===== src/bpf_pkg.sv =====
`timescale 1ns / 1ps

package bpf_pkg;

   localparam int COORD_W = 24;
   localparam int ACC_W   = 60;
   localparam int T_W     = 17;
   localparam int W_W     = 33;
   localparam int SEG_W   = 7;

   localparam logic [1:0] KIND_MOVE  = 2'd0;
   localparam logic [1:0] KIND_LINE  = 2'd1;
   localparam logic [1:0] KIND_QUAD  = 2'd2;
   localparam logic [1:0] KIND_CUBIC = 2'd3;

   typedef struct packed {
      logic [1:0]                kind;
      logic signed [COORD_W-1:0] ctrl1_x;
      logic signed [COORD_W-1:0] ctrl1_y;
      logic signed [COORD_W-1:0] ctrl2_x;
      logic signed [COORD_W-1:0] ctrl2_y;
      logic signed [COORD_W-1:0] end_x;
      logic signed [COORD_W-1:0] end_y;
      logic [SEG_W-1:0]          segments;
   } req_type;

   typedef struct packed {
      logic signed [COORD_W-1:0] out_x;
      logic signed [COORD_W-1:0] out_y;
      logic                      last_point;
   } rsp_type;

   typedef struct packed {
      logic       load;
      logic       div_step;
      logic       t_step;
      logic       prod1;
      logic       prod2;
      logic       weight;
      logic       mul;
      logic [1:0] sel;
      logic       acc_clr;
      logic       acc_en;
      logic       emit_point;
      logic       emit_end;
      logic       pen_update;
   } cmd_type;

   typedef struct packed {
      logic last;
      logic out_free;
   } status_type;

endpackage


===== src/bpf_controller.sv =====
`timescale 1ns / 1ps

module bpf_controller (
   input  logic                clock,
   input  logic                reset,
   input  logic                req_valid,
   input  logic                req_curve,
   output logic                req_stall,
   input  bpf_pkg::status_type status,
   output bpf_pkg::cmd_type    cmd
);

   localparam logic [4:0] DIV_LAST = 5'd16;

   typedef enum logic [9:0] {
      S_IDLE   = 10'b0000000001,
      S_DIV    = 10'b0000000010,
      S_TSTEP  = 10'b0000000100,
      S_PROD1  = 10'b0000001000,
      S_PROD2  = 10'b0000010000,
      S_WEIGHT = 10'b0000100000,
      S_MUL    = 10'b0001000000,
      S_ACC    = 10'b0010000000,
      S_ROUND  = 10'b0100000000,
      S_EMIT   = 10'b1000000000
   } state_type;

   state_type  state_ff, state_in;
   logic [4:0] cnt_ff, cnt_in;
   logic [1:0] k_ff, k_in;

   always_comb begin
      state_in = state_ff;
      cnt_in   = cnt_ff;
      k_in     = k_ff;
      cmd      = '0;
      cmd.sel  = k_ff;
      case (state_ff)
         S_IDLE: begin
            cnt_in = '0;
            k_in   = '0;
            if (req_valid) begin
               cmd.load = 1'b1;
               state_in = req_curve ? S_DIV : S_EMIT;
            end
         end
         S_DIV: begin
            cmd.div_step = 1'b1;
            cnt_in       = cnt_ff + 5'd1;
            if (cnt_ff == DIV_LAST) begin
               state_in = S_TSTEP;
            end
         end
         S_TSTEP: begin
            cmd.t_step = 1'b1;
            state_in   = S_PROD1;
         end
         S_PROD1: begin
            cmd.prod1 = 1'b1;
            state_in  = S_PROD2;
         end
         S_PROD2: begin
            cmd.prod2 = 1'b1;
            state_in  = S_WEIGHT;
         end
         S_WEIGHT: begin
            cmd.weight = 1'b1;
            k_in       = '0;
            state_in   = S_MUL;
         end
         S_MUL: begin
            cmd.mul     = 1'b1;
            cmd.acc_clr = (k_ff == 2'd0);
            cmd.acc_en  = (k_ff != 2'd0);
            k_in        = k_ff + 2'd1;
            if (k_ff == 2'd3) begin
               state_in = S_ACC;
            end
         end
         S_ACC: begin
            cmd.acc_en = 1'b1;
            state_in   = S_ROUND;
         end
         S_ROUND: begin
            if (status.out_free) begin
               cmd.emit_point = 1'b1;
               if (status.last) begin
                  cmd.pen_update = 1'b1;
                  state_in       = S_IDLE;
               end else begin
                  state_in = S_TSTEP;
               end
            end
         end
         S_EMIT: begin
            if (status.out_free) begin
               cmd.emit_end   = 1'b1;
               cmd.pen_update = 1'b1;
               state_in       = S_IDLE;
            end
         end
         default: begin
            state_in = S_IDLE;
         end
      endcase
   end

   always_ff @(posedge clock) begin
      if (reset) begin
         state_ff <= S_IDLE;
         cnt_ff   <= '0;
         k_ff     <= '0;
      end else begin
         state_ff <= state_in;
         cnt_ff   <= cnt_in;
         k_ff     <= k_in;
      end
   end

   assign req_stall = (state_ff != S_IDLE);

endmodule


===== config.mk =====
export PLATFORM = sky130hd
export DESIGN_NAME = bpf_controller
export DESIGN_NICKNAME = d
export VERILOG_FILES = /design/src/bpf_pkg.sv /design/src/bpf_controller.sv
export SDC_FILE = /design/constraint.sdc
export NUM_CORES = 1
export LEC_CHECK = 0
export BUFFER_PORTS_ARGS = -buffer_cell sky130_fd_sc_hd__buf_2
export CORE_MARGIN = 3
export CORE_UTILIZATION = 49
export DETAILED_ROUTE_END_ITERATION = 10
export PLACE_DENSITY = 0.74
export SYNTH_ARGS = -nofsm -noshare
export SYNTH_HDL_FRONTEND = slang
export SYNTH_SLANG_ARGS = --single-unit

===== constraint.sdc =====
create_clock -name clock -period 1.9 [get_ports clock]
set_input_delay 0.19 -clock clock [delete_from_list [all_inputs] [get_ports clock]]
set_output_delay 0.19 -clock clock [all_outputs]
set_load 0.01 [all_outputs]

Word-level counts from Yosys, hierarchy flattened
Index checks and enable logic that the tools add are counted.
{ "word_totals": {"regBits": 17, "in_bits": 6, "out_inout_bits": 15, "word_cells": 56} }
{ "op_classes": {"add_sub_neg": 2, "n_eq_ne": 18, "n_mux": 27, "reduce_logical": 6} }
{ "ops": {"columns": ["operator", "n"], "rows": [
  ["10-bit case mux with 10 select lines", 1],
  ["10-bit 2-to-1 mux", 6],
  ["1-bit 2-to-1 mux", 14],
  ["10-bit by 1-bit equality test with 1-bit output (second input constant)", 1],
  ["10-bit equality test (second input constant)", 1],
  ["10-bit by 2-bit equality test with 1-bit output (second input constant)", 1],
  ["10-bit by 3-bit equality test with 1-bit output (second input constant)", 1],
  ["10-bit by 4-bit equality test with 1-bit output (second input constant)", 1],
  ["10-bit by 5-bit equality test with 1-bit output (second input constant)", 1],
  ["10-bit by 6-bit equality test with 1-bit output (second input constant)", 1],
  ["10-bit by 7-bit equality test with 1-bit output (second input constant)", 1],
  ["10-bit by 8-bit equality test with 1-bit output (second input constant)", 1],
  ["10-bit by 9-bit equality test with 1-bit output (second input constant)", 1],
  ["10-bit by 1-bit inequality test with 1-bit output (second input constant)", 1],
  ["2-bit inequality test (second input constant)", 5],
  ["5-bit case mux with 2 select lines", 1],
  ["2-bit nonzero test", 3],
  ["5-bit by 1-bit adder with 5-bit output (second input constant)", 1],
  ["5-bit equality test (second input constant)", 1],
  ["5-bit AND reduction", 1],
  ["1-bit case mux with 2 select lines", 2],
  ["2-bit case mux with 2 select lines", 1],
  ["3-bit 2-to-1 mux", 1],
  ["2-bit by 1-bit adder with 2-bit output (second input constant)", 1],
  ["4 further kinds", 4]
]} }

Depth between registers and ports, before layout
Gate-level depths: netlist of run 1.
{ "logic_depth": {"word_depth": 3, "mapped_depth": 7, "ltp_nobuf": 7} }

Worst setup path before layout of run 1
No wires, ideal clock.
{ "synth_timing": {"path_kind": "register -> register", "from": "register state_ff[5]", "to": "register state_ff[0]", "setup_ps": 122, "arrival_ps": 1825, "t_required_ps": 1778, "setup_slack_ps": -47, "path_stages_with_launch": 8, "n_path_buf": 2, "synth_period_minus_slack_ps": 1947, "cell_sequence": "dfxtp_1 buf_6 or4_4 buf_6 a2111o_1 o21ai_2 nor2_2 a221o_1"} }
{ "synth_between": {"elab_chain_cells": 3, "word_cells_on_any_way": 17, "classes_between": "15 x eq/ne; 1 x mux; 1 x reduce/logical"} }
{ "synth_rtl": {"columns": ["element", "line_no", "rtl"], "rows": [
  ["start: declaration", "bpf_controller.sv:28", "state_type state_ff, state_in;"],
  ["start signal: assignment", "bpf_controller.sv:114", "state_ff <= state_in;"],
  ["10-bit by 7-bit equality test with 1-bit output (tied with other cells)", "bpf_controller.sv:38", "case (state_ff)"],
  ["2-bit inequality test (no line)", null, null],
  ["5-bit AND reduction (no line)", null, null]
]} }
Several ways; a longest one is shown, not always the timed one.
A chain may end at the register's enable or synchronous reset.

==> flow_summary_export.csv, run 1 <==
group,metric,value,unit
layout,areaGrowthSynthToFinish,46.4,%
flow_run,maxCapViolations,0,
layout,final_layout_size_suffix_gt1_share,49.3,%
sta,layout_setup_ws,-0.0726,ns
critical_path,cp_max_fo,5,
global_route,globalRouteOverflowTotal,0,
clocking,clock_tree_from_tritoncts,"built",
sta,holdWs,0.178,ns
sta,timing.final.max_slew_violations,0,
sta,finalClockSkew,0.0101,ns
critical_path,regToRegSetupSlack,-0.06,ns
critical_path,critPathRequiredTime,1.71,ns
global_route,global_route_met2_utilization,37.2,%
floorplan,design.core.area,0.00228,sq mm
clocking,cts_buffers,3,
global_route,grt_pass1_vias,1301,
critical_path,cp-start-kind,"flop",
layout,antenna-diode-count,0,
global_route,global_route.usage.met1,31.9,%
sta,tightest_slew,0.339,ns
route,route.vias.total,1447,
clocking,cts_max_path_buffers,2,
clocking,clock_latency,0.31,ns
clocking,h-tree-depth,1,
status,run_status,"finished with violations",
global_route,grt_pass1_wl,6.05,mm
route,post_drt_wl_per_cell,17.3,microns
status,violations,"setup timing",
critical_path,critPathBufInv,4,
yosys,synth_top_cell_area_share,28.3,%
pwr,clkPwrFrac,17.1,%
critical_path,slowest_delay,0.35,ns
critical_path,critical_path.reg2reg.startpoint,"state_ff[3]",
route,viasPerCell,6.16,
route,drt_pass1_iterations,4,
pwr,powerDensity,742,mW/mm^2
sta,max_freq,0.507,GHz
floorplan,fp-row-count,17,
sta,timing.final.crit_share,104,%
global_route,grt.total_usage,24.2,%
yosys,synth_enable_flop_cells,0,
min_path,min_delay_path_depth,3,
floorplan,die_height,55.5,microns
placed_design,numPortBuffers,20,
yosys,number_of_distinct_library_cells_after_synthesis,51,
placed_design,dp_slack,-0.0103,ns
min_path,min_to,"state_ff[9]",
critical_path,cpLargestDelayFamily,"simple AND/OR/NAND/NOR gates",
yosys,synth_top_cells_by_area,"sky130_fd_sc_hd__dfxtp_1 (28%), sky130_fd_sc_hd__nor2_1 (5.9%), sky130_fd_sc_hd__a21oi_1 (5.8%), sky130_fd_sc_hd__nand2_1 (4.4%), sky130_fd_sc_hd__ha_1 (4.2%)",
route,drt_drc_violations_left,0,
critical_path,crit_path_frequent_cell,"sky130_fd_sc_hd__buf_6",
yosys,yosys_most_used_dff,"sky130_fd_sc_hd__dfxtp_1",
sta,slew_headroom,77.4,%
sta,timing.final.hold_violations,0,
floorplan,top_level_ports,21,
critical_path,timing.critical_path.slowest_stage_cell,"sky130_fd_sc_hd__dfxtp_2",
floorplan,die_width,55.5,microns
pwr,seq_power_share,30.3,%
floorplan,initial_core_utilization,52.8,%
global_route,grt_start_max_net_pins,17,
clocking,holdBufCountCts,0,
clocking,path_clk_slew,0.12,ns
critical_path,list_of_cells_traversed_by_the_critical_path,"buf_6, nor4_4, buf_4, nand4_1, inv_2, and2_4, buf_6",
pwr,leakage,0.802,nW
pwr,pwr-share-comb,52.7,%
sta,setup_violations,11,
yosys,synth-warning-count,0,
yosys,synth-seq-cells,17,
critical_path,crit_start,"state_ff[3]",
critical_path,setup.worst_path.class,"reg2out",
critical_path,timing.rr.end,"state_ff[0]",
sta,rsz0062_at_grt,"yes",
yosys,synth_top_cell_by_area,"sky130_fd_sc_hd__dfxtp_1",
route,total_wire_length_after_detailed_routing,4.06,mm
yosys,synthCells,157,
min_path,hold_start,"req_curve",
critical_path,r2r.worst_path.cells,8,
global_route,grt.met3_usage,6.78,%
placed_design,place_congestion,0.847,
yosys,synthMostInstantiatedCell,"sky130_fd_sc_hd__nor2_1",
yosys,syn-mean-instance-area,7.66,sq um
critical_path,cp-end-kind,"output port",
placed_design,post-dp-hpwl,2.42,mm
clocking,clkSinkCount,17,
sta,setup-tns-final,-0.471,ns
route,postRouteAntennaNets,0,
min_path,worstHoldPathType,"in2reg",
clocking,clk_root_buffer_cell,"sky130_fd_sc_hd__clkbuf_4",
floorplan,die_outline_area,0.00308,sq mm
yosys,ys_top_cells_by_count,"sky130_fd_sc_hd__nor2_1 (19), sky130_fd_sc_hd__dfxtp_1 (17), sky130_fd_sc_hd__a21oi_1 (14), sky130_fd_sc_hd__nand2_1 (14), sky130_fd_sc_hd__inv_1 (9)",
yosys,synth_sequential_area_ratio,28.3,%
pwr,p_sw,0.000526,W
global_route,grt_antenna_before_repair,0,
yosys,postSynthNetCount,167,
route,drt_first_iter_violations,55,
yosys,synth_async_sr_flop_share,0,%
sta,period_minus_slack,1.97,ns
global_route,grt.busiest_layer,"met2",
layout,final_net_count,218,
pwr,p_sw_share,40.3,%
pwr,worst_voltage_drop_across_the_vdd_grid,0.772,mV
critical_path,critPathArrivalTime,1.78,ns
yosys,synthesis.area,0.00120,sq mm
pwr,cell_internal_pwr,0.000780,W
==> layout by cell type (no fill, tap or decap), types with 7 or more instances in the layout <==
| cell | netlist | routed |
|---|---|---|
| sky130_fd_sc_hd__buf_2 | 3 | 17 |
| sky130_fd_sc_hd__inv_1 | 9 | 7 |
| sky130_fd_sc_hd__dfxtp_1 | 17 | 9 |
| sky130_fd_sc_hd__buf_4 | 0 | 30 |
| sky130_fd_sc_hd__dfxtp_2 | 0 | 8 |
| sky130_fd_sc_hd__buf_6 | 3 | 8 |
| sky130_fd_sc_hd__nand2_1 | 14 | 12 |
| sky130_fd_sc_hd__a21oi_1 | 14 | 12 |
| sky130_fd_sc_hd__nor2_1 | 19 | 15 |
==> flip-flops by register name (all words and copies together), names as in the netlist <==
| register | cells |
|---|---|
| k_ff | 2 |
| cnt_ff | 5 |
| state_ff | 10 |
==> layer usage <==
layer	vias to the layer above	share of wire, %
met5	-	0
met3	19	7.4
met1	676	41
li1	680	-
met4	0	3.6
met2	72	48
==> how the worst max path moves through the flow <==
| stage | end | slack [ns] | cells past startpoint |
|---|---|---|---|
| floorplan | state_ff[0] | -0.05 | 7 |
| global placement | state_ff[0] | 0.04 | 5 |
| detailed placement | state_ff[0] | -0.01 | 5 |
| CTS | cmd[0] | -0.05 | 6 |
| global route | cmd[4] | -0.15 | 7 |
| finish | cmd[4] | -0.07 | 7 |
==> cell type report <==
class,instances,area (sq um)
Multi-Input combinational cell,122,908
Fill cell,154,515
Timing Repair Buffer,55,400
Sequential cell,17,350
Inverter,9,36.3
Tap cell,28,35.0
Clock buffer,3,22.5
Clock inverter,1,7.51
==> per-stage QoR <==
step | power (W) | utilization (%) | cells | area [sq um]
floorplan | 0.000698 | - | 157 | 1200
global placement | 0.000846 | 62.7 | 216 | 1430
detailed placement | 0.000867 | 62.7 | 216 | 1430
CTS | 0.00117 | 70.1 | 227 | 1600
global route | 0.00137 | 77.4 | 235 | 1760
finish | 0.00131 | 77.4 | 235 | 1760
==> power by group through the flow <==
stage	Combinational [W]	Sequential, W	Clock, W
2_1_floorplan	0.000305	0.000393	0
3_3_place_gp	0.000452	0.000394	0
3_5_place_dp	0.000472	0.000395	0
4_1_cts	0.000554	0.000391	0.000229
5_1_grt	0.000740	0.000397	0.000238
6_report	0.000688	0.000395	0.000223
==> cells by family (layout without fill, tap and decap cells) <==
kind of cell	Yosys count	in the layout	share of synthesized area, %
XOR/XNOR	3	3	2.19
AO/OA/AOI/OAI	41	41	22.2
AND/OR/NAND/NOR	74	74	35.4
buffers and inverters	18	68	7.80
adder cells (fa/ha/maj)	4	4	4.16
flip-flops	17	17	28.3
==> worst reg2reg max path, cell delays in order, from the launching register on <==
cell	delay [ns]
sky130_fd_sc_hd__dfxtp_2	0.35
sky130_fd_sc_hd__buf_6	0.13
sky130_fd_sc_hd__nor4_4	0.28
sky130_fd_sc_hd__buf_4	0.18
sky130_fd_sc_hd__nand4_1	0.18
sky130_fd_sc_hd__buf_4	0.22
sky130_fd_sc_hd__o21ai_4	0.19
sky130_fd_sc_hd__nor2_2	0.05
sky130_fd_sc_hd__a221o_1	0.29
==> repair_timing <==
item,4_1_cts,5_1_grt
resized for setup,24,30
pin swaps,10,13
buffers inserted,8,8
setup endpoints to repair,12,18
(Power assumes the default switching activity.)
==> run 2: changes to the inputs <==
- ABC_CLOCK_PERIOD_IN_PS: not set -> 1900
- CORE_ASPECT_RATIO: not set -> 0.7
- REMOVE_ABC_BUFFERS: not set -> 1
==> run 2 against run 1 <==
Compared with the run above:
- the flow still finishes with violations (setup timing)
- setup slack got worse by 0.066 ns
- flip-flop and latch count did not move
- non-clock buffer count rose by 2
- die area is 0.31% higher
- clock skew rose by 0.0066 ns
==> flow_summary_export.csv, run 2 (synthesized netlist as in run 1, its figures left out) <==
group,metric,value,unit
status,run_status,"finished with violations",
status,violations,"setup timing",
placed_design,dp_cells,222,
flow_run,maxCapViolations,0,
sta,timing.final.max_slew_violations,0,
critical_path,setup.worst_path.class,"reg2reg",
global_route,grt.total_usage,29.0,%
route,route.vias.total,1602,
pwr,worst_voltage_drop_across_the_vdd_grid,0.471,mV
route,total_wire_length_after_detailed_routing,4.80,mm
pwr,p_sw_share,40.6,%
placed_design,place_congestion,0.891,
layout,filler_cell_count,159,
clocking,clkSinkCount,17,
clocking,clk_root_buffer_cell,"sky130_fd_sc_hd__clkbuf_4",
layout,biggestRegsByFlops,"state_ff x10, cnt_ff x5, k_ff x2",
layout,antenna-diode-count,0,
clocking,holdBufCountCts,0,
global_route,grt_pass1_vias,1363,
route,drt_drc_violations_left,0,
critical_path,critPathArrivalTime,2.28,ns
clocking,cts_max_path_buffers,2,
sta,max_freq,0.490,GHz
clocking,h-tree-depth,1,
sta,period_minus_slack,2.04,ns
layout,final_net_count,220,
sta,tightest_slew,0.503,ns
route,drt_first_iter_violations,325,
floorplan,die_height,47.4,microns
sta,slew_headroom,66.5,%
layout,areaGrowthSynthToFinish,44.4,%
route,postRouteAntennaNets,0,
sta,timing.final.crit_share,107,%
route,post_drt_wl_per_cell,19.9,microns
pwr,seq_power_share,28.9,%
critical_path,critPathRequiredTime,2.14,ns
sta,holdWs,0.240,ns
layout,fin_util,77.5,%
floorplan,top_level_ports,21,
route,viasPerCell,6.65,
layout,layout.cells.most_common,"sky130_fd_sc_hd__buf_4",
min_path,worstHoldPathType,"in2reg",
critical_path,cp_max_fo,11,
global_route,grt_start_max_net_pins,14,
pwr,cell_internal_pwr,0.000816,W
sta,layout_setup_ws,-0.139,ns
global_route,globalRouteOverflowTotal,0,
sta,rsz0062_at_grt,"yes",
layout,layout_common_cells,"sky130_fd_sc_hd__buf_4 (30), sky130_fd_sc_hd__buf_2 (18), sky130_fd_sc_hd__nor2_1 (17)",
sta,finalClockSkew,0.0167,ns
critical_path,cp-end-kind,"flop",
sta,timing.final.hold_violations,0,
floorplan,die_outline_area,0.00309,sq mm
layout,postLayoutCellArea,0.00174,sq mm
sta,setup_violations,13,
floorplan,design.core.area,0.00224,sq mm
clocking,cts_buffers,3,
floorplan,fp-row-count,14,
layout,registers.top_by_ff_count,"state_ff",
route,drt_pass1_iterations,6,
global_route,grt_pass1_wl,6.63,mm
placed_design,detailed_place.area,0.00145,sq mm
pwr,p_sw,0.000558,W
floorplan,die_width,65.2,microns
clocking,path_clk_slew,0.12,ns
layout,largest_reg_flops,10,
placed_design,numPortBuffers,20,
pwr,powerDensity,791,mW/mm^2
layout,final_layout_size_suffix_gt1_share,45.0,%
pwr,clkPwrFrac,15.2,%
clocking,clock_tree_from_tritoncts,"built",
clocking,clock_latency,0.31,ns
sta,setup-tns-final,-1.18,ns
critical_path,cp-start-kind,"flop",
floorplan,initial_core_utilization,53.6,%
global_route,grt_antenna_before_repair,0,
placed_design,post-dp-hpwl,2.60,mm
pwr,pwr-share-comb,55.9,%
layout,stdcell_count,241,
pwr,leakage,0.799,nW
==> run 2: changes by cell type in the layout (fill, tap and decap cells not counted), sizes merged <==
cell      change
clkbuf        +1
clkinvlp      -1
buf           +2
==> run 2: final timing paths <==
path                                  start          end  slack (ns)  cells after the start
worst min-delay path                  reset    cnt_ff[2]        0.24                      2
worst max-delay path            state_ff[0]  state_ff[9]       -0.14                      7
worst min register to register      k_ff[0]      k_ff[0]        0.54                      2
worst max register to register  state_ff[0]  state_ff[9]       -0.14                      7
==> run 2: final cells by class <==
class	count	area, sq um	area share [%]
clock buffer	4	26.3	1.51
inverter	9	33.8	1.95
multi-input combinational	122	871	50.1
sequential	17	349	20.1
tap	32	40.0	2.31
timing repair buffer	57	417	24.0
==> run 2: repair_timing <==
| action | 4_1_cts | 5_1_grt |
|---|---|---|
| pin swaps | 17 | 10 |
| setup buffers | 12 | 3 |
| setup endpoints to repair | 17 | 21 |
| resized for setup | 25 | 16 |
==> run 2: critical path, stage by stage, from the launching register on <==
cell and delay [ns]:
sky130_fd_sc_hd__dfxtp_1 0.40, sky130_fd_sc_hd__buf_6 0.15, sky130_fd_sc_hd__buf_4 0.18, sky130_fd_sc_hd__nand2b_1 0.21
sky130_fd_sc_hd__o2bb2ai_1 0.13, sky130_fd_sc_hd__and2_2 0.23, sky130_fd_sc_hd__or4_1 0.50, sky130_fd_sc_hd__a21oi_1 0.17
==> run 2: power groups by stage <==
stage / clock [W] / sequential, W / combinational (W)
finish: 0.000209 / 0.000397 / 0.000769
global route: 0.000224 / 0.000398 / 0.000796
detailed placement: 0 / 0.000397 / 0.000509
global placement: 0 / 0.000394 / 0.000495
floorplan: 0 / 0.000430 / 0.000251
CTS: 0.000215 / 0.000392 / 0.000661
==> run 2: layer usage <==
| metal | global-route usage, % | wire (microns) |
|---|---|---|
| met5 | 0 | 0 |
| met4 | 12.4 | 305 |
| met3 | 7.04 | 608 |
| met2 | 48.9 | 2000 |
| met1 | 36.4 | 1890 |
==> run 2: through the flow <==
step                      total power, W  setup slack (ns)
after floorplan                 0.000680            -0.150
after global placement          0.000889           -0.0136
after detailed placement        0.000906           -0.0872
after CTS                        0.00127           -0.0919
after global routing             0.00142            -0.202
final                            0.00137            -0.139
